==> src/sv/sliding_window_min_dedup_core_defines.svh <==
// ---------------------------------------------------------------------------
// Sliding window minimum dedup - assertion macros
// Shared concurrent assertion forms; expect clk and rst in scope.
// ---------------------------------------------------------------------------
`ifndef SLIDING_WINDOW_MIN_DEDUP_CORE_DEFINES_SVH
`define SLIDING_WINDOW_MIN_DEDUP_CORE_DEFINES_SVH

// same-cycle implication
`define SWMD_ASSERT_IMPL(label, ante, cons, msg) \
  label: assert property (@(posedge clk) disable iff (rst) (ante) |-> (cons)) \
    else $error(msg);

// next-cycle implication
`define SWMD_ASSERT_NEXT(label, ante, cons, msg) \
  label: assert property (@(posedge clk) disable iff (rst) (ante) |=> (cons)) \
    else $error(msg);

`endif

==> src/sv/swmd_pkg.sv <==
// ---------------------------------------------------------------------------
// Sliding window minimum dedup - package
// Shared sizes, types and lane/stage records.
// ---------------------------------------------------------------------------
package swmd_pkg;

  localparam int LANES         = 8;
  localparam int LANE_IDX_BITS = $clog2(LANES);
  localparam int VALUE_BITS    = 22;
  localparam int COUNT_BITS    = 4;
  localparam int WINDOW_LEN    = 4;
  localparam int FILL_BITS     = $clog2(WINDOW_LEN + 1);
  localparam int SUM_BITS      = FILL_BITS + COUNT_BITS;
  localparam int EXT_LEN       = WINDOW_LEN + LANES - 1;
  // window rounded up to a power of two for the min tree
  localparam int TREE_LEN      = 1 << $clog2(WINDOW_LEN);

  typedef logic [VALUE_BITS-1:0] value_t;
  typedef logic [COUNT_BITS-1:0] count_t;
  typedef logic [FILL_BITS-1:0]  fill_t;

  // entry 0 is the newest value
  typedef value_t [WINDOW_LEN-1:0] window_t;
  typedef value_t [LANES-1:0]      lane_vals_t;

  typedef struct packed {
    logic active;
    logic full;
    logic prev_elig;
  } lane_ctl_t;

  typedef struct packed {
    value_t wmin;
    logic   elig;
    logic   emit;
  } lane_res_t;

  typedef struct packed {
    lane_vals_t       mins;
    logic [LANES-1:0] emit;
  } merge_req_t;

endpackage

==> src/sv/swmd_lane.sv <==
// ---------------------------------------------------------------------------
// Sliding window minimum dedup - lane
// Window minimum of one lane position and its emit decision.
// ---------------------------------------------------------------------------
module swmd_lane import swmd_pkg::*; (
  input  window_t   taps,
  input  lane_ctl_t ctl,
  input  value_t    prev_min,
  input  value_t    last_emitted,
  output lane_res_t res
);

  // pairwise min tree, padded with all ones
  function automatic value_t win_min(input window_t w);
    value_t t [TREE_LEN];
    for (int k = 0; k < TREE_LEN; k++) begin
      t[k] = '1;
      if (k < WINDOW_LEN) begin
        t[k] = w[k];
      end
    end
    for (int s = 1; s < TREE_LEN; s = s * 2) begin
      for (int k = 0; k + s < TREE_LEN; k = k + 2 * s) begin
        if (t[k+s] < t[k]) begin
          t[k] = t[k+s];
        end
      end
    end
    return t[0];
  endfunction

  value_t ref_min;

  // the previous eligible lane either emitted its minimum or matched it
  assign ref_min  = ctl.prev_elig ? prev_min : last_emitted;
  assign res.wmin = win_min(taps);
  assign res.elig = ctl.active && ctl.full;
  assign res.emit = res.elig && (res.wmin != ref_min);

endmodule

==> src/sv/swmd_merge.sv <==
// ---------------------------------------------------------------------------
// Sliding window minimum dedup - merge stage
// Pack emitted lane minima in lane order into the output register.
// ---------------------------------------------------------------------------
`include "sliding_window_min_dedup_core_defines.svh"

module swmd_merge import swmd_pkg::*; (
  input  logic       clk,
  input  logic       rst,
  input  logic       req_valid,
  output logic       req_ready,
  input  merge_req_t req,
  output logic       out_valid,
  input  logic       out_ready,
  output lane_vals_t mins,
  output count_t     count
);

  lane_vals_t packed_next;
  count_t     count_next;

  always_comb begin
    packed_next = '0;
    count_next  = '0;
    for (int i = 0; i < LANES; i++) begin
      if (req.emit[i]) begin
        packed_next[count_next[LANE_IDX_BITS-1:0]] = req.mins[i];
        count_next = count_next + count_t'(1);
      end
    end
  end

  assign req_ready = !out_valid || out_ready;

  always_ff @(posedge clk) begin
    if (rst) begin
      out_valid <= 1'b0;
    end else if (req_ready) begin
      out_valid <= req_valid;
    end
  end

  always_ff @(posedge clk) begin
    if (req_ready && req_valid) begin
      mins  <= packed_next;
      count <= count_next;
    end
  end

  `SWMD_ASSERT_IMPL(a_end_result_zero, out_valid && count == '0, mins == '0,
    "end-of-stream result carries nonzero minima")
  `SWMD_ASSERT_NEXT(a_request_lands, req_valid && req_ready, out_valid,
    "taken request did not reach the output register")

endmodule

==> src/sv/sliding_window_min_dedup_core.sv <==
// ---------------------------------------------------------------------------
// Sliding window minimum dedup - top level
// Eight-lane window minimum with suppression of repeated minima.
// ---------------------------------------------------------------------------
// Takes one eight-lane beat per clock cycle while the output is not stalled
// and returns at most one result per beat, via the s1 and merge output
// registers. The window, fill level and last emitted minimum advance at
// acceptance for all eight lanes at once; that update across the lanes (a
// window minimum per lane and a previous-lane compare) sets the rate. A
// lane_count of zero ends the stream: it yields an all-zero result and
// returns the state to reset. Beats that emit no minimum give no result.
`include "sliding_window_min_dedup_core_defines.svh"

module sliding_window_min_dedup_core import swmd_pkg::*; (
  input  logic   clk,
  input  logic   rst,
  input  logic   in_valid,
  output logic   in_ready,
  input  value_t value_0,
  input  value_t value_1,
  input  value_t value_2,
  input  value_t value_3,
  input  value_t value_4,
  input  value_t value_5,
  input  value_t value_6,
  input  value_t value_7,
  input  count_t lane_count,
  output logic   out_valid,
  input  logic   out_ready,
  output value_t min_0,
  output value_t min_1,
  output value_t min_2,
  output value_t min_3,
  output value_t min_4,
  output value_t min_5,
  output value_t min_6,
  output value_t min_7,
  output count_t min_count
);

  window_t win;
  fill_t   fill;
  value_t  last_emitted;

  window_t win_next;
  fill_t   fill_next;
  value_t  last_next;

  lane_vals_t       vals;
  lane_vals_t       eff;
  value_t           ext [EXT_LEN];
  count_t           cnt_eff;
  count_t           last_lane;
  logic             is_end;
  logic [SUM_BITS-1:0] fill_sum;
  lane_ctl_t        ctl [LANES];
  lane_res_t        res [LANES];
  logic [LANES-1:0] active_vec;
  logic [LANES-1:0] emit_vec;

  logic       s1_valid;
  logic       s1_ready;
  merge_req_t s1_data;
  merge_req_t s1_next;
  logic       in_accept;
  lane_vals_t out_mins;

  assign vals = {value_7, value_6, value_5, value_4,
                 value_3, value_2, value_1, value_0};

  assign is_end    = (lane_count == '0);
  assign cnt_eff   = (lane_count > count_t'(LANES)) ? count_t'(LANES) : lane_count;
  assign last_lane = cnt_eff - count_t'(1);

  // inactive lanes repeat the newest active value
  always_comb begin
    for (int i = 0; i < LANES; i++) begin
      active_vec[i] = (count_t'(i) < cnt_eff);
      eff[i] = active_vec[i] ? vals[i] : vals[last_lane[LANE_IDX_BITS-1:0]];
    end
  end

  // oldest first: older window entries, then this beat's lane values
  always_comb begin
    for (int j = 0; j < EXT_LEN; j++) begin
      if (j < WINDOW_LEN - 1) begin
        ext[j] = win[WINDOW_LEN-2-j];
      end else begin
        ext[j] = eff[j-WINDOW_LEN+1];
      end
    end
    for (int k = 0; k < WINDOW_LEN; k++) begin
      win_next[k] = ext[EXT_LEN-1-k];
    end
  end

  always_comb begin
    for (int i = 0; i < LANES; i++) begin
      ctl[i].active = active_vec[i];
      ctl[i].full   = ({{COUNT_BITS{1'b0}}, fill} + SUM_BITS'(i + 1))
                      >= SUM_BITS'(WINDOW_LEN);
      ctl[i].prev_elig = 1'b0;
      if (i > 0) begin
        ctl[i].prev_elig = active_vec[i-1] &&
                           (({{COUNT_BITS{1'b0}}, fill} + SUM_BITS'(i))
                            >= SUM_BITS'(WINDOW_LEN));
      end
    end
  end

  genvar g;
  generate
    for (g = 0; g < LANES; g++) begin : g_lane
      window_t taps;
      value_t  prev_min;

      always_comb begin
        for (int k = 0; k < WINDOW_LEN; k++) begin
          taps[k] = ext[g+WINDOW_LEN-1-k];
        end
      end

      if (g == 0) begin : g_first
        assign prev_min = last_emitted;
      end else begin : g_rest
        assign prev_min = res[g-1].wmin;
      end

      swmd_lane u_lane (
        .taps         (taps),
        .ctl          (ctl[g]),
        .prev_min     (prev_min),
        .last_emitted (last_emitted),
        .res          (res[g])
      );
    end
  endgenerate

  always_comb begin
    last_next = last_emitted;
    for (int i = 0; i < LANES; i++) begin
      emit_vec[i]     = res[i].emit && !is_end;
      s1_next.mins[i] = res[i].wmin;
      if (res[i].elig) begin
        last_next = res[i].wmin;
      end
    end
    s1_next.emit = emit_vec;

    fill_sum  = {{COUNT_BITS{1'b0}}, fill} + SUM_BITS'(cnt_eff);
    fill_next = fill_sum[FILL_BITS-1:0];
    if (fill_sum >= SUM_BITS'(WINDOW_LEN)) begin
      fill_next = fill_t'(WINDOW_LEN);
    end
  end

  assign in_ready  = !s1_valid || s1_ready;
  assign in_accept = in_valid && in_ready;

  always_ff @(posedge clk) begin
    if (rst) begin
      win          <= '0;
      fill         <= '0;
      last_emitted <= '1;
      s1_valid     <= 1'b0;
    end else begin
      if (in_accept) begin
        // drop beats that emit nothing
        s1_valid <= is_end || (emit_vec != '0);
        if (is_end) begin
          win          <= '0;
          fill         <= '0;
          last_emitted <= '1;
        end else begin
          win          <= win_next;
          fill         <= fill_next;
          last_emitted <= last_next;
        end
      end else if (s1_ready) begin
        s1_valid <= 1'b0;
      end
    end
  end

  always_ff @(posedge clk) begin
    if (in_accept) begin
      s1_data <= s1_next;
    end
  end

  swmd_merge u_merge (
    .clk       (clk),
    .rst       (rst),
    .req_valid (s1_valid),
    .req_ready (s1_ready),
    .req       (s1_data),
    .out_valid (out_valid),
    .out_ready (out_ready),
    .mins      (out_mins),
    .count     (min_count)
  );

  assign min_0 = out_mins[0];
  assign min_1 = out_mins[1];
  assign min_2 = out_mins[2];
  assign min_3 = out_mins[3];
  assign min_4 = out_mins[4];
  assign min_5 = out_mins[5];
  assign min_6 = out_mins[6];
  assign min_7 = out_mins[7];

  `SWMD_ASSERT_NEXT(a_end_clears_state, in_accept && lane_count == '0,
    fill == '0 && last_emitted == '1, "end of stream left state behind")
  `SWMD_ASSERT_NEXT(a_fill_monotonic, in_accept && lane_count != '0,
    fill >= $past(fill), "fill level went backward within a stream")
  `SWMD_ASSERT_IMPL(a_emit_active_only, in_valid, (emit_vec & ~active_vec) == '0,
    "inactive lane emitted a minimum")

endmodule
==> config.mk <==
export PLATFORM = sky130hd
export DESIGN_NAME = sliding_window_min_dedup_core
export DESIGN_NICKNAME = d
export VERILOG_FILES = /design/src/sv/swmd_pkg.sv /design/src/sv/swmd_lane.sv /design/src/sv/swmd_merge.sv /design/src/sv/sliding_window_min_dedup_core.sv
export VERILOG_INCLUDE_DIRS = /design/src /design/src/sv
export SDC_FILE = /design/constraint.sdc
export NUM_CORES = 2
export LEC_CHECK = 0
export ABC_AREA = 1
export BUFFER_PORTS_ARGS = -buffer_cell sky130_fd_sc_hd__buf_2
export CORE_ASPECT_RATIO = 1.4
export CORE_MARGIN = 2
export CORE_UTILIZATION = 63
export CTS_CLUSTER_DIAMETER = 120
export DETAILED_ROUTE_END_ITERATION = 10
export PLACE_DENSITY = 0.81
export SLEW_MARGIN = 20
export SYNTH_ARGS = -nofsm -noshare
export SYNTH_HDL_FRONTEND = slang
export SYNTH_SLANG_ARGS = --single-unit
==> constraint.sdc <==
create_clock -name clk -period 13.1 [get_ports clk]
set_input_delay 0.655 -clock clk [delete_from_list [all_inputs] [get_ports clk]]
set_output_delay 0.655 -clock clk [all_outputs]
set_load 0.01 [all_outputs]
==> results of run 1 <==
## per-stage QoR
step	hold WS [ps]	instances	worst slack [ps]	cell area [µm²]
global placement	458	8980	2290	52700
CTS	331	9062	2870	54200
floorplan	445	7786	2990	49500
detailed placement	466	8980	2220	52700
## synth_stat cells, types with 4 or more instances
cell / count / area share (%)
nor2_2: 7 / 0.088
o21ai_2: 13 / 0.23
o21bai_1: 7 / 0.11
clkinv_1: 9 / 0.068
nand2_4: 7 / 0.16
or2_2: 38 / 0.48
a211oi_1: 40 / 0.61
a221oi_1: 21 / 0.37
a21boi_0: 8 / 0.12
o2111ai_1: 10 / 0.18
o21ai_0: 998 / 10
o211ai_1: 338 / 5.1
clkbuf_1: 356 / 2.7
inv_1: 832 / 6.3
o21a_1: 4 / 0.061
buf_2: 48 / 0.49
nor2_1: 244 / 1.9
buf_1: 39 / 0.30
a21oi_1: 261 / 2.6
ha_1: 378 / 9.6
nand2_1: 2576 / 20
nand3b_1: 19 / 0.29
xor2_1: 19 / 0.34
nand2_2: 33 / 0.42
buf_6: 11 / 0.25
inv_2: 41 / 0.31
dfxtp_1: 93 / 3.8
edfxtp_1: 364 / 22
nand4_1: 61 / 0.77
a21oi_2: 4 / 0.071
nor3_1: 16 / 0.16
o22ai_1: 39 / 0.49
o221ai_1: 113 / 2.0
xnor2_1: 4 / 0.071
nand3_1: 646 / 6.5
nor4_1: 12 / 0.15
buf_4: 12 / 0.18
o21ai_1: 31 / 0.31
## logic make-up after synthesis
logic type | share of synthesized area (%)
AO/OA/AOI/OAI | 22.7
XOR/XNOR | 0.407
AND/OR/NAND/NOR | 30.7
buffers and inverters | 10.6
flip-flops | 25.8
adder cells (fa/ha/maj) | 9.64
multiplexers | 0.0607
## routing by layer
metal  overflow  global-route usage [%]
met1          1                    75.6
met2        235                    92.2
met3          8                    55.4
met4        158                    74.0
met5          1                    24.4
==> results.md, run 1 <==
- Outcome: did not finish
- Fail Step: global routing (5_1_grt)
- Err: [ERROR GRT-0116] Global routing finished with congestion. Check the congestion regions in the DRC Viewer.
- Synthesized instance count: 7786
- Mean Syn Cell Area: 6.36 µm²
- I/O pin total: 366
- Ys flop type: edfxtp_1
- # port buffers: 365
- Number of global-route vias before repair: 62398
- Num CTS Buffers: 46
- CTS Hold Buffers Added: 0
- Mapped Nets: 8350
- Rows: 121
- Final RePlAce weighted congestion: 1.32
- Yosys reg bits: 457
- Number of synthesized flops with an enable pin: 364
- H-tree levels: 2
- Mapped cell area: 49500 µm²
- First-pass GRT wire length: 451000 µm
- Initial Util: 63.6%
- Clock tree sinks: 457
- DP HPWL: 200000 µm
- Clock Path Buffers: 3
- Setup Fix Bufs, Post-CTS: 0
- Distinct cell type count of the synthesized netlist: 57
- Asr flop ratio synth: 0%
- Largest net degree at the start of global routing: 164
- Clock Root Buffer: clkbuf_16
- Seq/Total Area, Yosys: 25.8%
- # resized after CTS: 0
- Synth Warn #: 0
- GRT Total Usage: 74.4%
- Overflow after GRT: 403
- Die span in x: 241 µm
- Die Height: 336 µm
==> inputs of run 2 (changes only) <==
CORE_ASPECT_RATIO = default   (was 1.4)
CORE_UTILIZATION = 40   (was 63)
CTS_CLUSTER_DIAMETER = default   (was 120)
PLACE_DENSITY = default   (was 0.81)
PLACE_DENSITY_LB_ADDON = 0.15   (was default)
==> run 2 against run 1 <==
Net effect:
- the flow now finishes without violations
- synthesized area unchanged
- synthesized cell count unchanged
==> results.md, run 2 <==
- Initial Util: 40.1%
- Final hold vios: 0
- WP buf/inv: 7
- Worst Setup Slack, final: 1260 ps
- CTS tree: yes
- Mapped cell area: 49500 µm²
- Util after Layout: 46.2%
- Final worst clock skew: 56.1 ps
- Share of cells above drive strength 1: 13.2%
- Distinct cell type count of the synthesized netlist: 57
- # resized after CTS: 0
- DP HPWL: 252000 µm
- Die Height: 356 µm
- Cell count after placement: 9780
- Commonest cells in the netlist: 2576 x nand2_1, 998 x o21ai_0, 832 x inv_1
- Residual DRC: 0
- Register-to-Register Path Depth: 36
- Hold path start: out_ready
- Yosys reg bits: 457
- Setup CP Type: input pin to flop
- Initial DRC Count: 8551
- Final setup fails: 0
- Tmin final: 11840 ps
- I/O pin total: 366
- RSZ-0062 raised after global routing: false
- Area Growth Syn to Fin: 15.2%
- Most used cell, CP: nand2_1
- Mean Syn Cell Area: 6.36 µm²
- Critical path launch point type: input pin
- Layout Cells excl Fill: 9884
- Worst vdd ir: 147 µV
- Relative slew slack: 13.6%
- Final RePlAce weighted congestion: 1.18
- Clock tree sinks: 457
- Dpl ws: 1820 ps
- Number of synthesized flops with an enable pin: 364
- DIE AREA: 127000 µm²
- Clock latency at the later pin of the worst-skew pair: 690 ps
- Ys flop type: edfxtp_1
- Dominant cell type by area after synthesis: edfxtp_1
- Fin area: 57000 µm²
- Final period utilization: 90.4%
- Overflow after GRT: 0
- Main combinational cell family by area after synthesis: simple AND/OR/NAND/NOR gates
- Post-synthesis simple-gate area fraction: 30.7%
- Outcome: completed
- Seq/Total Area, Yosys: 25.8%
- Largest net degree at the start of global routing: 166
- Placed Area: 55300 µm²
- Synth Area in Adders: 9.64%
- Mapped Nets: 8350
- # port buffers: 365
- Num CTS Buffers: 52
- Fin nets: 8761
- Die span in x: 356 µm
- CP max-delay cell: o21ai_0
- CP top delay family: simple AND/OR/NAND/NOR gates
- Number of flip-flops under the largest register name: 184
- Hold slack final: 285 ps
- Vias: 60798
- Worst-Margin Slew: 1280 ps
- Synth Warn #: 0
- Fillers: 13150
- Clock Path Buffers: 3
- Total chip power: 12.1 mW
- Synthesized instance count: 7786
- DR WL/cell: 31.0 µm
- GRT Total Usage: 47.0%
- Compound-Gate Fraction of Synth Area: 22.7%
- CP Max Fanout: 60
- Core area: 123000 µm²
- Clock transition at path regs: 70 ps
- Setup Fix Bufs, Post-CTS: 0
- Post-route ant nets: 0
- First-pass detailed-route iteration total: 10
- R2r setup slk: 5210 ps
- Vias/cell: 6.15
- Largest cells by area after synthesis: edfxtp_1 22%, nand2_1 20%, o21ai_0 10%
- Maxcap violations: 0
- H-tree levels: 2
- Power per cell area: 213 nW/µm²
- Asr flop ratio synth: 0%
- Most frequent cells in the layout: 2571 x nand2_1, 953 x o21ai_0, 829 x inv_1
- Most flops, register: s1_data
- Number of global-route vias before repair: 55808
- Storage cell area: 12800 µm²
- WHS Endpoint: u_merge.out_valid
- Worst EP required: 13650 ps
- Footprint of the multi-input gates: 31600 µm²
- Leakage power: 27.8 nW
- End of the worst register-to-register path: s1_valid
- Max Slew Vio Count: 0
- Rows: 129
- R2r startpoint: ext[183]
- CTS Hold Buffers Added: 0
- Crit path capture type: flop
- Post-Route WL: 306000 µm
- Max Fclk: 84.4 MHz
- Max incr delay on CP: 980 ps
- Setup TNS: 0 ps
- Worst hold path depth: 4
- First-pass GRT wire length: 424000 µm
- Synth top area share: 22.1%
- Top-count cell post-synth: nand2_1
- Post-Synth XOR/XNOR Area: 0.407%
- Clock Root Buffer: clkbuf_16
- Most common cell after layout, fill and taps aside: nand2_1
- Multiplexer share of the synthesized area: 0.0607%
- Data arrival, critical path: 12390 ps
- Initial antenna violation count: 25
- Worst hold path class: input pin to flop
-- run 2: cell counts after synthesis --
Identical to the previous run, type by type.
-- run 2: layout make-up --
class / count / share of cell area, %
Antenna cell: 8 / 0.0351
Clock buffer: 67 / 2.51
Clock inverter: 29 / 0.522
Inverter: 883 / 5.84
Multi-Input combinational cell: 5979 / 55.4
Sequential cell: 457 / 22.4
Tap cell: 1637 / 3.59
Timing Repair Buffer: 824 / 9.70
-- run 2: logic make-up after synthesis --
family / count (synthesis)
compound gates: 1901
xor+xnor: 23
fa+ha+maj: 380
buf+inv: 1350
flops: 457
mux: 3
simple gates: 3672
-- run 2: worst reg2reg max path, delay by kind of cell, from the launching register on --
kind / cells / cell delay, ps
and+or+nand+nor: 24 / 3830
buffers and inverters: 5 / 1430
AOI/OAI and AO/OA: 5 / 1430
DFF: 1 / 460
adders and majority gates: 2 / 590
-- run 2: worst max-delay path by stage --
stage	start	endpoint	slack (ps)	depth (start not counted)
finish	lane_count[1]	s1_valid	1260	44
detailed placement	lane_count[1]	s1_valid	1820	44
CTS	lane_count[1]	s1_valid	2520	44
floorplan	out_ready	u_merge.count[0]	2990	2
global placement	lane_count[1]	s1_valid	1710	42
global route	lane_count[1]	s1_valid	1320	44
-- run 2: power by group --
part	leakage, nW	switching, mW	internal, mW
registers	4.30	0.410	2.09
logic	22.6	5.72	2.40
clock network	0.844	0.669	0.825
-- run 2: per-layer routing --
metal / GRT usage, % / part of all wire (%)
met5: 0 / 0.036
met2: 72.4 / 43
met1: 55.8 / 37
met3: 10.0 / 9.9
met4: 40.3 / 11
Note: power is estimated with default switching activity, not from simulation.
